==> src/hw/rtl/spo2_pkg.sv <==
// ----------------------------------------------------------------------------
// spo2_pkg
// Shared types for the ratio-of-ratios SpO2 block.
// ----------------------------------------------------------------------------
package spo2_pkg;

  localparam int SAMPLE_BITS = 18;

  typedef struct packed {
    logic [SAMPLE_BITS-1:0] red_sample;
    logic [SAMPLE_BITS-1:0] ir_sample;
    logic                   clear;
  } in_item_t;

  typedef struct packed {
    logic [6:0]  spo2_percent;
    logic [15:0] ratio_q8;
    logic        window_ready;
    logic        reading_valid;
  } out_item_t;

  // lane request from top to the per-channel statistics lanes
  typedef struct packed {
    logic start;
    logic clear;
  } lane_ctl_t;

  localparam int unsigned RATIO_MAX = 65535;
  localparam int unsigned SPO2_OFFSET = 110;

endpackage

==> src/hw/rtl/spo2_lane.sv <==
// ----------------------------------------------------------------------------
// spo2_lane
// One channel window: ring memory, running sum and sum of squares, and the
// scaled variance V = N*Q - S*S, computed in the ph_r phases after a sample request.
// ----------------------------------------------------------------------------
module spo2_lane #(
  parameter int DEPTH       = 64,
  parameter int SAMPLE_BITS = 18
) (
  input  logic                  clk,
  input  logic                  rst_n,
  input  spo2_pkg::lane_ctl_t   ctl,
  input  logic [SAMPLE_BITS-1:0] sample,
  input  logic [$clog2(DEPTH)-1:0] slot,
  input  logic                  init_we,
  input  logic [$clog2(DEPTH)-1:0] init_addr,
  output logic [SAMPLE_BITS+$clog2(DEPTH+1)-1:0] sum_q,
  output logic [2*(SAMPLE_BITS+$clog2(DEPTH+1))-1:0] var_q,
  output logic                  done
);
  localparam int SW  = SAMPLE_BITS + $clog2(DEPTH + 1);
  localparam int QW  = 2 * SAMPLE_BITS + $clog2(DEPTH + 1);
  localparam int VW  = 2 * SW;
  localparam int PSW = 2 * SAMPLE_BITS;

  logic [SAMPLE_BITS-1:0] mem [DEPTH];
  logic [SAMPLE_BITS-1:0] old_r;
  logic [SW-1:0] sum_r;
  logic [QW-1:0] sq_r;
  logic [PSW-1:0] old_sq_r, new_sq_r;
  logic [VW-1:0] ss_r, var_r;
  logic [4:0] ph_r;

  // memory: clearing pass writes zero, otherwise a sample request writes the sample
  always_ff @(posedge clk) begin
    if (init_we) begin
      mem[init_addr] <= '0;
    end else if (ctl.start && !ctl.clear) begin
      mem[slot] <= sample;
    end
    old_r <= mem[slot];
  end

  always_ff @(posedge clk) begin
    if (!rst_n) begin
      ph_r  <= '0;
      sum_r <= '0;
      sq_r  <= '0;
    end else begin
      ph_r <= {ph_r[3:0], ctl.start && !ctl.clear};
      if (ctl.start && ctl.clear) begin
        sum_r <= '0;
        sq_r  <= '0;
      end
      if (ph_r[0]) begin
        old_sq_r <= PSW'(old_r) * PSW'(old_r);
        new_sq_r <= PSW'(sample) * PSW'(sample);
        sum_r <= sum_r - SW'(old_r) + SW'(sample);
      end
      if (ph_r[1]) begin
        sq_r <= sq_r - QW'(old_sq_r) + QW'(new_sq_r);
      end
      if (ph_r[2]) begin
        ss_r <= VW'(sum_r) * VW'(sum_r);
      end
      if (ph_r[3]) begin
        var_r <= VW'(DEPTH) * VW'(sq_r) - ss_r;
      end
    end
  end

  assign sum_q = sum_r;
  assign var_q = var_r;
  // var_r is loaded at the ph_r[3] edge
  assign done  = ph_r[4];
endmodule

==> config.mk <==
export PLATFORM = sky130hd
export DESIGN_NAME = spo2_lane
export DESIGN_NICKNAME = d
export VERILOG_FILES = /design/src/hw/rtl/spo2_pkg.sv /design/src/hw/rtl/spo2_lane.sv
export SDC_FILE = /design/constraint.sdc
export NUM_CORES = 2
export LEC_CHECK = 0
export BUFFER_PORTS_ARGS = -buffer_cell sky130_fd_sc_hd__buf_2
export CAP_MARGIN = 30
export CORE_ASPECT_RATIO = 0.9
export CORE_MARGIN = 3
export CORE_UTILIZATION = 30
export CTS_CLUSTER_SIZE = 30
export DETAILED_ROUTE_END_ITERATION = 8
export GPL_TIMING_DRIVEN = 1
export PLACE_DENSITY = 0.49
export SLEW_MARGIN = 40
export SYNTH_ARGS = -nofsm -noshare
export SYNTH_HDL_FRONTEND = slang
export SYNTH_SLANG_ARGS = --single-unit
==> constraint.sdc <==
create_clock -name clk -period 16.35 [get_ports clk]
set_input_delay 1.635 -clock clk [delete_from_list [all_inputs] [get_ports clk]]
set_output_delay 1.635 -clock clk [all_outputs]
set_load 0.005 [all_outputs]
Word level (Yosys, flattened, before mapping)
Memories as Yosys holds them, arrays and structs flattened. A register that Yosys moved wholly into a read port is not among the register bits. Cells that the tools add are included.

Register bits after elaboration: 245. RAM bits: 1152. Input bits: 35. Output and inout port bits: 76. Word-level logic and storage cells: 37. Memories kept: 1.

Add/subtract/negate cells: 5. $mul: 3. Multiplexer cells: 12. Reduce and logical (&&, ||, !) cells: 9.

Memory list: mem (words 64, bits a word 18, rd ports 1, clocked after memory_dff 1, write ports 1, line spo2_lane.sv:26) `logic [SAMPLE_BITS-1:0] mem [DEPTH];`.

Operators with widths (number): $mux W43 (2); $mul A18 B18 Y36 (2); $mul A25 B25 Y50 (1); $mux W25 (2); $sub A49 B50 Y50 (1); $add A43 B36 Y43 (1); $sub A43 B36 Y43 (1); $add A25 B18 Y25 (1); $sub A25 B18 Y25 (1); $mux W18 (1); $reduce_or A18 Y1 (1); $mux W1 (6); $mux W6 (1); $reduce_and A2 Y1 (3); $reduce_bool A2 Y1 (2); $logic_and A1 B1 Y1 (2); $logic_not A1 Y1 (1).

Depth between registers and ports, before layout
Word-level depth: 7. Mapped depth: 29. Depth with buffers taken out: 28.

Worst setup path before layout
Ideal clock, no wire load.

Path kind: input to register. Start: input sample[12]. End: register new_sq_r[34], data pin. Setup time: 0.258 ns. Data arrival time: 7.656 ns. Required time: 16.092 ns. Slack: 8.437 ns. Stages: 24. Buffers on the path: 2. Cell sequence: clkbuf_1 inv_1 clkbuf_1 nor2_1 fa_1 inv_1 fa_1 fa_1 inv_1 fa_1 inv_1 fa_1 inv_1 fa_1 ha_1 and3_1 a221o_1 a211oi_1 o21ai_0 a41o_1 a221oi_1 o31ai_1 a21oi_1 xnor2_1.

Cells in the longest elaborated chain, start to end: 1.

Ends and longest elaborated chain: start, declared (line spo2_lane.sv:13) `input logic [SAMPLE_BITS-1:0] sample,`; $mul A18 B18 Y36 (line spo2_lane.sv:57) `new_sq_r <= PSW'(sample) * PSW'(sample);`; end signal, assigned (line spo2_lane.sv:57); end, declared (line spo2_lane.sv:30) `logic [PSW-1:0] old_sq_r, new_sq_r;`.

Every way passes these cells. A chain may end at the register's enable or synchronous reset.

Worst setup path in the final report
Start: register sum_r[18] (netlist: sum_q[18]). End: register ss_r[47], data pin.

Cells in the longest elaborated chain, start to end: 1.

Ends and longest elaborated chain: start, declared (line spo2_lane.sv:28) `logic [SW-1:0] sum_r;`; start signal, assigned (line spo2_lane.sv:58) `sum_r <= sum_r - SW'(old_r) + SW'(sample);`; $mul A25 B25 Y50 (line spo2_lane.sv:64) `ss_r <= VW'(sum_r) * VW'(sum_r);`; end signal, assigned (line spo2_lane.sv:64); end, declared (line spo2_lane.sv:31) `logic [VW-1:0] ss_r, var_r;`.

Every way passes these cells.

==> impl_results.md <==
* XOR/XNOR Fraction of Synth Area at 0.0218
* Hold path start: sum_q[24]
* Core Area at 0.314 mm²
* Post-route ant nets at 0
* DR vias at 55,700
* Seq/Total Area, Yosys at 0.437
* Actual slew at the worst max-slew pin at 863 ps
* Wire length on met2 at 125,000 µm
* Vias in the first global route at approximately 60,000
* Post-route cell area at 0.106 mm²
* Cell repeated most along the worst path: fa_1
* Grt total ovfl at 0
* Initial Util at 0.302
* Max-cap viol count at 0
* Complex-gate fraction of the synthesized area at 0.0487
* Layout Cells excl Fill at roughly 12,000
* Unrepaired setup endpoints after global routing: no
* Total nets after synthesis at about 8,800
* P per Cell Area at 170 mW/mm²
* CTS H-tree lvls at 4
* Final Cycle Share at 0.521
* Mapped cell area at 0.0948 mm²
* Post-synthesis adder-cell area fraction at 0.272
* Initial DRC Count at 3,899
* Critical Path Source: sum_q[18]
* CTS tree: done
* Clock Path Buffers at 4
* WL final at 261,000 µm
* Worst Path Required at 16,840 ps
* Synthesized flop and latch total at 1,411
* Share of synthesized area spent on multiplexers at 0.0904
* Post-CTS Setup Repair Bufs at 0
* Reg clk slew, reported paths at about 70 ps
* Most common library cells after synthesis: inv_1, edfxtp_1, fa_1, ha_1, nand2_1
* GR Util All Layers at 0.162
* Post-CTS Resized at 0
* Placer's final routability congestion estimate at 0.873
* Leak at 41.4 nW
* Top cells by area, synth: edfxtp_1, fa_1, mux4_2, ha_1, inv_1
* Post-layout minimum cycle time at 8520 ps
* Wl on met1 at 117,000 µm
* Worst-skew pair later-pin latency at slightly below 800 ps
* Buffers on Ports at 110
* DR WL/cell at approximately 22 µm
* Kind of critical path: reg2reg
* CP bufs+invs at 6
* Die area at 0.323 mm²
* Crit Path Max Fanout at 22
* Placement Cell Area at 0.102 mm²
* Peak Freq at 117 MHz
* Die height at 539 µm
* Total Nets Final at roughly 9,000
* Slew Limit Fails at 0
* CP endpoint kind: flip-flop
* Mapped Avg Cell Area at 13.0 µm²
* Top cell type's share of synthesized area at 0.418
* Synth-to-layout area growth at 12.0%
* CP delay by family, top: adder cells
* Slew margin rel. at 0.424
* Setup_tns at 0 ps
* Post-synth ARST share at 0
* Prevailing post-synth register cell: edfxtp_1
* Final setup vio count at 0
* Max IR drop VDD at 0.000471 V
* Cell type of the slowest stage on the worst timing path: o31ai_1
* Total CTS buffers at 146
* Outcome: finished, final reports clean
* Arr. time, crit path at 9010 ps
* First-pass GRT wire length at roughly 400,000 µm
* Total power at 18.0 mW
* Placed Instances at 11,400
* Initial antenna violation count at 28
* Io pins at 111
* Simple-gate share of the synthesized area at 0.0567
* Clock skew at 79.2 ps
* Hold Fails Final Rpt at 0
* DRT Pass-1 Iters at 6
* Setup crit start kind: flip-flop
* Rows at 195
* # DRC at 0
* Root buf cell: clkbuf_16
* Mapped Cells at 7,294
* CP cell instances: buf_4 -> clkinv_1 -> nor2_1 -> fa_1 -> fa_1 -> fa_1 -> inv_1 -> fa_1 -> inv_1 -> fa_1 -> fa_1 -> inv_1 -> fa_1 -> inv_1 -> ha_1 -> a21o_1 -> a21oi_1 -> a2bb2oi_1 -> o21ai_0 -> o31ai_1 -> o221ai_1 -> o211a_1 -> a221o_1 -> xor2_1
* Horiz. Die Dim at 599 µm
* Sink Count at 1,411
* Ys Warns at 0
* Hold buffer count at CTS at 0
* Top Metal Used: met4
* Fillers at 30,900
* Slowest stage delay, CP at between 600 and 700 ps
* Yosys cell types at 79
* Routed wl met3 at 12,700 µm
* Main combinational cell family by area after synthesis: adder cells
* Vias/cell at 4.76
* Layout cell share with drive strength beyond 1 at 0.130
* Min-Delay Path Class: reg2reg
* Post-synth EDFFs at roughly 1,300
* Area leader, netlist: edfxtp_1
* Crit Reg-Reg Startpoint: sum_q[18]
* Post-DP HPWL at 186,000 µm
* Most common cell in the netlist: inv_1
* Largest net degree at the start of global routing at 65
## worst min-delay path, cell delays in order (launching register included)
cell     delay [ps]
dfxtp_1         320
nand2_1          40
o21ai_0          60
## flip-flops by register name, indices dropped and copies added, names as in the netlist
register / flops
mem: 1152
new_sq_r: 35
old_r: 18
old_sq_r: 35
ph_r: 5
sq_r: 43
ss_r: 49
sum_q: 25
var_q: 49
## metrics by stage
stage,utilization,hold WS [ps],setup WS [ps]
after floorplan,-,427,8440
after global placement,0.322,446,7540
after detailed placement,0.323,447,7380
after CTS,0.338,462,7820
after global routing,0.338,495,7480
final,0.338,456,7830
## final timing paths
check                                 end  slack (ps)  cells after the start
worst max-delay path             ss_r[47]        7830                     24
worst min-delay path            sum_q[24]         460                      2
worst max register to register   ss_r[47]        7830                     24
worst min register to register  sum_q[24]         460                      2
## area by class of cell
type | instances | area, µm² | share of cell area
multi-input cells | 4037 | 46900 | 0.441
repair buffers | 263 | 2130 | 0.0200
clock inverters | 80 | 802 | 0.00755
flip-flops and latches | 1411 | 41500 | 0.390
inverters | 1600 | 6010 | 0.0565
well taps | 4137 | 5180 | 0.0487
diodes | 9 | 22.5 | 0.000212
clock buffers | 170 | 3750 | 0.0353
## metal layers
metal | global-route usage | vias up
met3 | 0.0204 | 316
met5 | 0 | -
li1 | - | 24800
met2 | 0.272 | 1362
met4 | 0.0329 | 0
met1 | 0.226 | 29200
## layout by cell type, fill, tap and decap left out, types with 146 or more instances in the layout
master / n
ha_1: 536
xnor2_1: 147
clkbuf_16: 146
nor2_1: 329
mux4_2: 378
nand2_1: 454
inv_1: 1574
edfxtp_1: 1320
fa_1: 953
a21oi_1: 215
## report_power, final
group	switching [mW]	internal, mW
logic	6.07	4.10
registers	0.0694	4.53
clock network	1.41	1.87
total	7.55	10.5
## logic make-up after synthesis
logic type	count (synthesis)
adders and majority gates	1489
and+or+nand+nor	1209
xor gates and xnor gates	236
DFF	1411
AOI/OAI and AO/OA	719
buffers and inverters	1846
muxes	384
Power figures use the tool's default switching activity.
